$ cat config.mk
export PLATFORM = sky130hd
export DESIGN_NAME = pcpc_merge
export DESIGN_NICKNAME = d
export VERILOG_FILES = /design/src/rtl/core/pcpc_merge.sv
export SDC_FILE = /design/constraint.sdc
export NUM_CORES = 1
export LEC_CHECK = 0
export BUFFER_PORTS_ARGS = -buffer_cell sky130_fd_sc_hd__buf_2
export CAP_MARGIN = 10
export CORE_AREA = 3 3 40 42
export DETAILED_ROUTE_END_ITERATION = 7
export DIE_AREA = 0 0 43 45
export GPL_TIMING_DRIVEN = 0
export PLACE_DENSITY_LB_ADDON = 0.2
export RECOVER_POWER = 50
export REMOVE_ABC_BUFFERS = 1
export SYNTH_ARGS = -nofsm -noshare
export SYNTH_HDL_FRONTEND = slang
export SYNTH_SLANG_ARGS = --single-unit
$ cat constraint.sdc
create_clock -name i_clk -period 0.85 [get_ports i_clk]
set_input_delay 0.0425 -clock i_clk [delete_from_list [all_inputs] [get_ports i_clk]]
set_output_delay 0.0425 -clock i_clk [all_outputs]
set_load 0.01 [all_outputs]
$ cat src/rtl/core/pcpc_merge.sv
module pcpc_merge #(
    parameter int NL = 63
) (
    input  logic          i_clk,
    input  logic          i_en,
    input  logic [NL-1:0] i_ok,
    output logic          o_pair
);

    logic r_pair;

    // A pair passes only if every shift lane passed.
    always_ff @(posedge i_clk) begin
        if (i_en) begin
            r_pair <= &i_ok;
        end
    end

    assign o_pair = r_pair;

endmodule

Word-level counts from Yosys, hierarchy flattened

Index checks and enable logic that the tools add are counted.

Flip-flop bits (word level): 1
Input port bits: 65
Output and inout bits: 1
Logic and storage cells: 2

Reductions and logical operators: 1

Operator list:

| cell                 | number |
|---|---|
| AND reduction 63 bit | 1 |

Logic depth before layout (Yosys ltp)

Gate-level depths: netlist (run 1).

Depth in word-level cells: 1
Mapped depth: 3
Depth with buffers taken out: 3

Least setup slack after synthesis (run 1)

OpenSTA, ideal clock, no wires.

Path type: input-to-reg
Start point: input port i_ok[27]
End point: register r_pair, in the netlist o_pair (data pin)
Library setup time: 0.134 ns
Data arrival time: 0.545 ns
Data required time: 0.716 ns
Setup slack: 0.171 ns
Cell stages on the path: 3
Buffers on the path: 0
Cells stage by stage: nand4_1 -> nor4_1 -> and4_1

Cells in the longest elaborated chain, start to end: 1

Ends and longest elaborated chain:

| item                 | RTL line | source |
|---|---|---|
| start, declared      | 6        | `input logic [NL-1:0] i_ok,` |
| AND reduction 63 bit | 15       | `r_pair <= &i_ok;` |
| end signal, assigned | 15       |  |
| end, declared        | 10       | `logic r_pair;` |

Every way passes these cells.
A chain may end at the register's enable or synchronous reset.

Worst setup path after layout (run 1)

Start point: input port i_ok[4]
End point: register r_pair, in the netlist o_pair (data pin)

Same word-level chain as after synthesis.

==> metrics.md, run 1 <==
| Metric | Value |
|---|---|
| Pins Over Slew Limit | `0` |
| Slew at the pin with the worst max-slew slack | `223 ps` |
| Area grow syn2layout | `250%` |
| WHS Path Cells | `1` |
| Tcrit/Tclk final | `97.6%` |
| Setup bufs post-CTS | `0` |
| Synth cell types | `5` |
| Maxcap violations | `0` |
| Vias per inst | `4.45` |
| Final hold violation count | `0` |
| Crit Path Category | `input port to flop` |
| Max reg flops | `1` |
| Register area share after synthesis | `18.5%` |
| Register Area | `30.0 um2` |
| Final net count | `154` |
| Hold Path Class | `input port to flop` |
| CP max stage delay | `260 ps` |
| Final wirelength | `1.14 mm` |
| Routed Antenna Nets | `0` |
| Leading cell type in the layout, fill and taps excluded | `buf_2` |
| Fillcell total | `131` |
| Overflow after GRT | `0` |
| Top post-synthesis cells by area | `nand4_1 (58%), edfxtp_1 (18%), nor4_1 (15%), and4_1 (5.4%), nand3_1 (3.1%)` |
| Port Buffers | `65` |
| Number of synthesized register bits | `1` |
| # diodes | `0` |
| I/O pins | `66` |
| Final Util | `44.3%` |
| Vias | `454` |
| Cell Area, Synth | `163 um2` |
| Row cnt | `13` |
| Drt initial violations | `4` |
| DRC errors left | `0` |
| RSZ-0062 raised after global routing | `true` |
| Worst min-delay path startpoint | `i_en` |
| Avg WL per Cell | `11.2 um` |
| Slowest-stage cell, CP | `nor4_2` |
| Crit path time final | `830 ps` |
| CTS Hold Bufs | `0` |
| Power Density | `416 nW/um2` |
| Status | `finished, final reports clean` |
| Max FO, Critical Path | `1` |
| Multi-input logic area | `151 um2` |
| Avg Inst Size Synth | `7.39 um2` |
| Worst setup SP type | `input port` |
| First-pass GRT wire length | `1.73 mm` |
| Power Total | `237 uW` |
| DR pass1 iterations | `2` |
| Slew margin rel. | `85.0%` |
| Worst EP required | `710 ps` |
| Die W | `43 um` |
| Initial antenna violation count | `0` |
| Syn Inst Count | `22` |
| CORE AREA | `1280 um2` |
| Die area | `1940 um2` |
| Via count of the first global-routing pass | `459` |
| Reg clk slew, reported paths | `0 ps` |
| Tot GR Track Use | `10.9%` |
| Critical-path cell list | `buf_6 -> nand4_1 -> nor4_2 -> and4_1` |
| Worst Setup End Kind | `flop` |
| Pin count of the biggest net entering global routing | `2` |
| GP Congestion | `0.711` |
| Lkg Pwr | `0.000293 uW` |
| Max Clk Rate | `1.20 GHz` |
| Most frequent cells in the layout | `buf_2 (58), nand4_1 (15), buf_6 (7), nor4_2 (3)` |
| Die H | `45 um` |
| Arrival time worst endpoint | `690 ps` |
| Top-area cell type share of the netlist area | `57.7%` |
| Hold EP | `o_pair` |
| Setup violation total in the final timing report | `0` |
| Yosys top cell by area | `nand4_1` |
| Yosys Warn Count | `0` |
| Layout cells sized above 1 | `78.2%` |
| Initial Utilization | `12.7%` |
| VDD IR-drop max | `0.000153 V` |
==> stage by stage <==
step | TNS [ps] | cell area (um2) | hold WS, ps | setup slack [ps] | std cells
6_report | 0 | 569 | 244 | 20.1 | 102
5_1_grt | -72.8 | 569 | 251 | -72.8 | 102
3_3_place_gp | -23.8 | 507 | 243 | -23.8 | 102
4_1_cts | -16.7 | 544 | 245 | -16.7 | 102
3_5_place_dp | -47.8 | 507 | 245 | -47.8 | 102
2_1_floorplan | 0 | 163 | 155 | 171 | 22
==> timing repair <==
item                                   CTS  global route
pin swaps                                5             3
resized for setup                        6             4
endpoints found under the hold margin    0             0
setup endpoints to repair                1             1
==> synthesized netlist by cell type <==
cell type / number
nand4_1: 15
edfxtp_1: 1
and4_1: 1
nand3_1: 1
nor4_1: 4
==> critical path, delay by kind of cell <==
family / cells / cell delay, ps
simple gates: 3 / 580
buf+inv: 1 / 70
==> per-layer routing <==
layer  up-vias  share of wire [%]  GRT usage [%]
met1       196                 32           11.2
met4         0                  0              0
met2        20                 62           24.6
met3         0                5.8          0.797
met5         -                  0              0
li1        238                  -              -
==> cell type report <==
cell class | count | share of cell area, %
well taps | 15 | 3.30
repair buffers | 65 | 64.8
flip-flops and latches | 1 | 5.27
multi-input cells | 21 | 26.6
==> kinds of logic after synthesis <==
kind of cell and synth area share [%]:
flip-flops 18.5, AND/OR/NAND/NOR 81.5
==> worst max-delay path by stage <==
stage          startpoint  slack [ps]  endpoint  depth (start not counted)
4_1_cts           i_ok[4]         -20    o_pair                          4
2_1_floorplan    i_ok[27]         170    o_pair                          3
3_5_place_dp     i_ok[49]         -50    o_pair                          4
5_1_grt          i_ok[54]         -70    o_pair                          4
6_report          i_ok[4]          20    o_pair                          4
3_3_place_gp     i_ok[49]         -20    o_pair                          4
==> power breakdown <==
part | total, uW | switching [uW] | internal (uW)
Clock | 0 | 0 | 0
Combinational | 179 | 49.0 | 130
Sequential | 58.0 | 0.421 | 57.6
Total | 237 | 49.4 | 188
Power figures use the tool's default switching activity.
==> inputs of run 2 (changes only) <==
--- a/config.mk
+++ b/config.mk
@@ -11,7 +11,7 @@
 export DETAILED_ROUTE_END_ITERATION = 7
 export DIE_AREA = 0 0 43 45
 export GPL_TIMING_DRIVEN = 0
-export PLACE_DENSITY_LB_ADDON = 0.2
+export PLACE_DENSITY = 0.73
 export RECOVER_POWER = 50
 export REMOVE_ABC_BUFFERS = 1
 export SYNTH_ARGS = -nofsm -noshare
==> constraint.sdc (replaced) <==
create_clock -name i_clk -period 0.85 [get_ports i_clk]
set_input_delay 0.085 -clock i_clk [delete_from_list [all_inputs] [get_ports i_clk]]
set_output_delay 0.085 -clock i_clk [all_outputs]
set_load 0.01 [all_outputs]
==> metrics.md, run 2 (same netlist as run 1, synthesis figures left out) <==
| Metric | Value |
|---|---|
| Slew margin rel. | `85.4% (+0.40 points)` |
| Power Total | `229 uW (-3.3%)` |
| Maxcap violations | `0 (unchanged)` |
| Switching share of power | `21.7% (+0.89 points)` |
| Seq pwr share | `25.3% (+0.8 points)` |
| Setup TNS | `-37.9 ps (-37.9 ps)` |
| Max reg flops | `1 (unchanged)` |
| Worst Setup End Kind | `flop` |
| Max Clk Rate | `1.13 GHz (-6.5%)` |
| Reg clk slew, reported paths | `0 ps (unchanged)` |
| Lkg Pwr | `0.000286 uW (-2.2%)` |
| WHS Path Cells | `1 (unchanged)` |
| Initial antenna violation count | `0 (unchanged)` |
| VDD IR-drop max | `0.000114 V (-25%)` |
| Die H | `45 um (unchanged)` |
| Sw power | `49.8 uW (+0.89%)` |
| Drt initial violations | `0 (-4)` |
| CORE AREA | `1280 um2 (unchanged)` |
| CP max stage delay | `290 ps (+30 ps)` |
| Row cnt | `13 (unchanged)` |
| Design Area, Final | `551 um2 (-3.3%)` |
| Failing checks | `setup timing` |
| M1 GR Usage | `14.1% (+2.9 points)` |
| Overflow after GRT | `0 (unchanged)` |
| Worst setup SP type | `input port` |
| Top Family by Delay on Critical Path | `simple AND/OR/NAND/NOR gates` |
| Slew at the pin with the worst max-slew slack | `217 ps (-5.73 ps)` |
| Crit Path Category | `input port to flop` |
| DRC errors left | `0 (unchanged)` |
| DR pass1 iterations | `1 (-1)` |
| I/O pins | `66 (unchanged)` |
| Final hold violation count | `0 (unchanged)` |
| Clock Power Share | `0% (unchanged)` |
| Met2 global-route usage | `21.3% (-3.3 points)` |
| Post-Place Cell Area | `507 um2 (unchanged)` |
| Final worst-path setup slack | `-37.9 ps (-58.0 ps)` |
| Register Area | `30.0 um2 (unchanged)` |
| Slowest-stage cell, CP | `nor4_2` |
| RSZ-0062 raised after global routing | `true` |
| Grt peak-use layer | `met2` |
| Hold EP | `o_pair` |
| Vias per inst | `4.63 (+4.0%)` |
| Setup violation total in the final timing report | `1 (+1)` |
| Power Density | `416 nW/um2 (about the same)` |
| Tot GR Track Use | `11.1% (+0.18 points)` |
| # diodes | `0 (unchanged)` |
| Avg WL per Cell | `11.1 um (-0.96%)` |
| Pins Over Slew Limit | `0 (unchanged)` |
| CTS Hold Bufs | `0 (unchanged)` |
| Port Buffers | `65 (unchanged)` |
| Vias | `472 (+4.0%)` |
| Max FO, Critical Path | `1 (unchanged)` |
| Layout cells sized above 1 | `78.2% (unchanged)` |
| Fillcell total | `141 (+7.6%)` |
| Logic gate share of total power | `74.7% (-0.8 points)` |
| Status | `complete, but fails checks` |
| Setup bufs post-CTS | `0 (unchanged)` |
| Worst EP required | `720 ps (about the same)` |
| Via count of the first global-routing pass | `474 (+3.3%)` |
| Multi-input logic area | `151 um2 (unchanged)` |
| Area grow syn2layout | `238%` |
| GP Congestion | `0.731 (+2.9%)` |
| Crit path time final | `888 ps (+58.0 ps)` |
| Hold Path Class | `input port to flop` |
| Leading cell type in the layout, fill and taps excluded | `buf_2` |
| Arrival time worst endpoint | `750 ps (+60 ps)` |
| GR Util met3 | `1.20% (+0.40 points)` |
| Final net count | `154 (unchanged)` |
| Routed Antenna Nets | `0 (unchanged)` |
| First-pass GRT wire length | `1.76 mm (+2.0%)` |
| Initial Utilization | `12.7% (unchanged)` |
| Worst min-delay path startpoint | `i_en` |
| Final hold slack | `290 ps (+45.9 ps)` |
| Most frequent cells in the layout | `buf_2 (61), nand4_1 (15), buf_6 (4), nor4_2 (3)` |
| Die W | `43 um (unchanged)` |
| Tcrit/Tclk final | `104% (+6.8 points)` |
| Critical-path cell list | `buf_6 -> nand4_1 -> nor4_2 -> and4_1` |
| Die area | `1940 um2 (unchanged)` |
| P_int | `179 uW (-4.4%)` |
| Crit path buf inv count | `1 (unchanged)` |
| Pin count of the biggest net entering global routing | `2 (unchanged)` |
| Final wirelength | `1.13 mm (-0.96%)` |
run 2: cell counts in the layout (fill, tap and decap cells not counted):
No cell type changed its count.
run 2: area by class of cell:
cell class	instances	share of cell area [%]
Tap cell	15	3.41
Multi-Input combinational cell	21	27.5
Sequential cell	1	5.45
Timing Repair Buffer	65	63.6
run 2: through the flow:
step / setup slack [ps] / std cells / utilization, %
after floorplan: 129 / 22 / -
after global placement: -116 / 102 / 39.4
after detailed placement: -92.7 / 102 / 39.4
after CTS: -67.1 / 102 / 40.9
after global routing: -111 / 102 / 42.8
final: -37.9 / 102 / 42.8
run 2: what timing repair did:
action | in CTS | in global routing
resized for setup | 3 | 4
pin swaps | 0 | 3
setup endpoints to repair | 1 | 1
run 2: worst max-delay path by stage:
stage / from / to / slack [ps] / cells past startpoint
3_5_place_dp: i_ok[1] / o_pair / -90 / 4
3_3_place_gp: i_ok[49] / o_pair / -120 / 4
6_report: i_ok[4] / o_pair / -40 / 4
4_1_cts: i_ok[8] / o_pair / -70 / 4
5_1_grt: i_ok[4] / o_pair / -110 / 4
2_1_floorplan: i_ok[27] / o_pair / 130 / 3
run 2: power groups by stage:
stage / clock network [uW] / registers [uW] / logic [uW]
finish: 0 / 58.0 / 171
global route: 0 / 58.2 / 194
CTS: 0 / 58.0 / 163
detailed placement: 0 / 58.0 / 159
global placement: 0 / 58.1 / 155
floorplan: 0 / 59.7 / 12.5
run 2: routing by layer:
layer  share of wire (%)  up-vias
li1                    -      238
met1                  32      202
met4                   0        0
met3                  14        0
met5                   0        -
met2                  54       32
==> inputs of run 3 (changes only) <==
--- a/config.mk
+++ b/config.mk
@@ -7,9 +7,9 @@
 export LEC_CHECK = 0
 export BUFFER_PORTS_ARGS = -buffer_cell sky130_fd_sc_hd__buf_2
 export CAP_MARGIN = 10
-export CORE_AREA = 3 3 40 42
+export CORE_AREA = 2 2 39 41
 export DETAILED_ROUTE_END_ITERATION = 7
-export DIE_AREA = 0 0 43 45
+export DIE_AREA = 0 0 41 43
 export GPL_TIMING_DRIVEN = 0
 export PLACE_DENSITY = 0.73
 export RECOVER_POWER = 50
==> metrics.md, run 3 (same netlist as run 1, synthesis figures left out) <==
| Metric | Value |
|---|---|
| Slew margin rel. | `84.4% (-0.97 points)` |
| Maxcap violations | `0 (unchanged)` |
| VDD IR-drop max | `0.000106 V (-6.7%)` |
| Initial antenna violation count | `0 (unchanged)` |
| CTS Hold Bufs | `0 (unchanged)` |
| Placement Setup Slack | `-81.3 ps (+11.3 ps)` |
| Design Area, Final | `571 um2 (+3.6%)` |
| Seq pwr share | `24.3% (-1.0 points)` |
| Overflow after GRT | `0 (unchanged)` |
| Die W | `41 um (-4.7%)` |
| Worst setup SP type | `input port` |
| Power Total | `239 uW (+4.2%)` |
| Post-Place Cell Area | `508 um2 (+0.25%)` |
| Vias per inst | `4.60 (-0.55%)` |
| Pins Over Slew Limit | `0 (unchanged)` |
| Slew at the pin with the worst max-slew slack | `231 ps (+14.2 ps)` |
| Register Area | `30.0 um2 (unchanged)` |
| Vias | `474 (+0.42%)` |
| Final net count | `154 (unchanged)` |
| Sw power | `51.2 uW (+2.7%)` |
| Die H | `43 um (-4.4%)` |
| Crit Path Category | `input port to flop` |
| Crit path buf inv count | `1 (unchanged)` |
| Multi-input logic area | `151 um2 (unchanged)` |
| Met3 wire length | `116 um (-27%)` |
| Top Layer Used | `met3` |
| Met2 wire length | `664 um (+9.4%)` |
| Switching share of power | `21.4% (-0.31 points)` |
| First-pass GRT wire length | `1.35 mm (-23%)` |
| Routed Antenna Nets | `0 (unchanged)` |
| GP Congestion | `0.681 (-6.8%)` |
| P_int | `188 uW (+4.6%)` |
| Arrival time worst endpoint | `770 ps (+20 ps)` |
| Top Family by Delay on Critical Path | `simple AND/OR/NAND/NOR gates` |
| Status | `complete, but fails checks` |
| Final worst-path setup slack | `-53.5 ps (-15.6 ps)` |
| Crit path time final | `904 ps (+15.6 ps)` |
| I/O pins | `66 (unchanged)` |
| Clock Power Share | `0% (unchanged)` |
| Port Buffers | `65 (unchanged)` |
| Drt initial violations | `3 (+3)` |
| Max reg flops | `1 (unchanged)` |
| Lkg Pwr | `0.000293 uW (+2.2%)` |
| RSZ-0062 raised after global routing | `true` |
| Max FO, Critical Path | `1 (unchanged)` |
| Worst Setup End Kind | `flop` |
| Tcrit/Tclk final | `106% (+1.8 points)` |
| Critical-path cell list | `buf_6 -> nand4_1 -> nor4_2 -> and4_1` |
| Failing checks | `setup timing` |
| WHS Path Cells | `1 (unchanged)` |
| Initial Utilization | `11.8% (-0.90 points)` |
| Hold EP | `o_pair` |
| DR pass1 iterations | `4 (+3)` |
| Layout cells sized above 1 | `78.2% (unchanged)` |
| Final hold violation count | `0 (unchanged)` |
| # diodes | `0 (unchanged)` |
| Slowest-stage cell, CP | `nor4_2` |
| Pin count of the biggest net entering global routing | `2 (unchanged)` |
| Post-Route M1 WL | `327 um (-10%)` |
| Max Clk Rate | `1.11 GHz (-1.7%)` |
| Area grow syn2layout | `251%` |
| Worst EP required | `720 ps (about the same)` |
| Final wirelength | `1.11 mm (-2.1%)` |
| Tot GR Track Use | `9.89% (-1.2 points)` |
| Via count of the first global-routing pass | `388 (-18%)` |
| Reg clk slew, reported paths | `0 ps (unchanged)` |
| Worst min-delay path startpoint | `i_en` |
| CP max stage delay | `300 ps (about the same)` |
| DRC errors left | `0 (unchanged)` |
| Final Util | `41.2% (-1.6 points)` |
| Power Density | `419 nW/um2 (+0.55%)` |
| Die area | `1760 um2 (-8.9%)` |
| Hold Path Class | `input port to flop` |
| Row cnt | `14 (+1)` |
| Avg WL per Cell | `10.7 um (-3.1%)` |
| Leading cell type in the layout, fill and taps excluded | `buf_2` |
| Logic gate share of total power | `75.7% (+1.0 points)` |
| Setup violation total in the final timing report | `1 (unchanged)` |
| Most frequent cells in the layout | `buf_2 (58), nand4_1 (15), buf_6 (7), nor4_2 (3)` |
| Fillcell total | `131 (-7.1%)` |
| CORE AREA | `1380 um2 (+7.7%)` |
==> run 3: worst max-delay path by stage <==
stage / slack (ps) / endpoint / cells after the start / from
2_1_floorplan: 130 / o_pair / 3 / i_ok[27]
3_3_place_gp: -80 / o_pair / 4 / i_ok[49]
3_5_place_dp: -80 / o_pair / 4 / i_ok[8]
4_1_cts: -60 / o_pair / 4 / i_ok[4]
5_1_grt: -120 / o_pair / 4 / i_ok[8]
6_report: -50 / o_pair / 4 / i_ok[8]
==> run 3: cell type report <==
class,instances,area share [%]
timing repair buffer,65,64.7
tap,16,3.51
multi-input combinational,21,26.5
sequential,1,5.26
==> run 3: power by group through the flow <==
stage	Clock, uW	Combinational, uW	Sequential (uW)
2_1_floorplan	0	12.5	59.7
4_1_cts	0	168	58.1
5_1_grt	0	201	58.6
6_report	0	181	58.1
3_5_place_dp	0	158	58.1
3_3_place_gp	0	154	58.0
==> run 3: what timing repair did <==
action,4_1_cts,5_1_grt
resized for setup,5,5
pin swaps,3,4
setup buffers,0,0
endpoints found under the setup margin,1,1
==> run 3: stage by stage <==
step,TNS [ps],instances,hold WS [ps]
after global routing,-121,103,287
after global placement,-84.7,103,285
after detailed placement,-81.3,103,286
after floorplan,0,22,197
after CTS,-63.1,103,286
final,-53.5,103,286
==> run 3: metal layers <==
metal / track usage (%) / vias to the layer above
li1: - / 238
met1: 10.8 / 214
met2: 20.0 / 22
met3: 0.524 / 0
met4: 0 / 0
met5: 0 / -
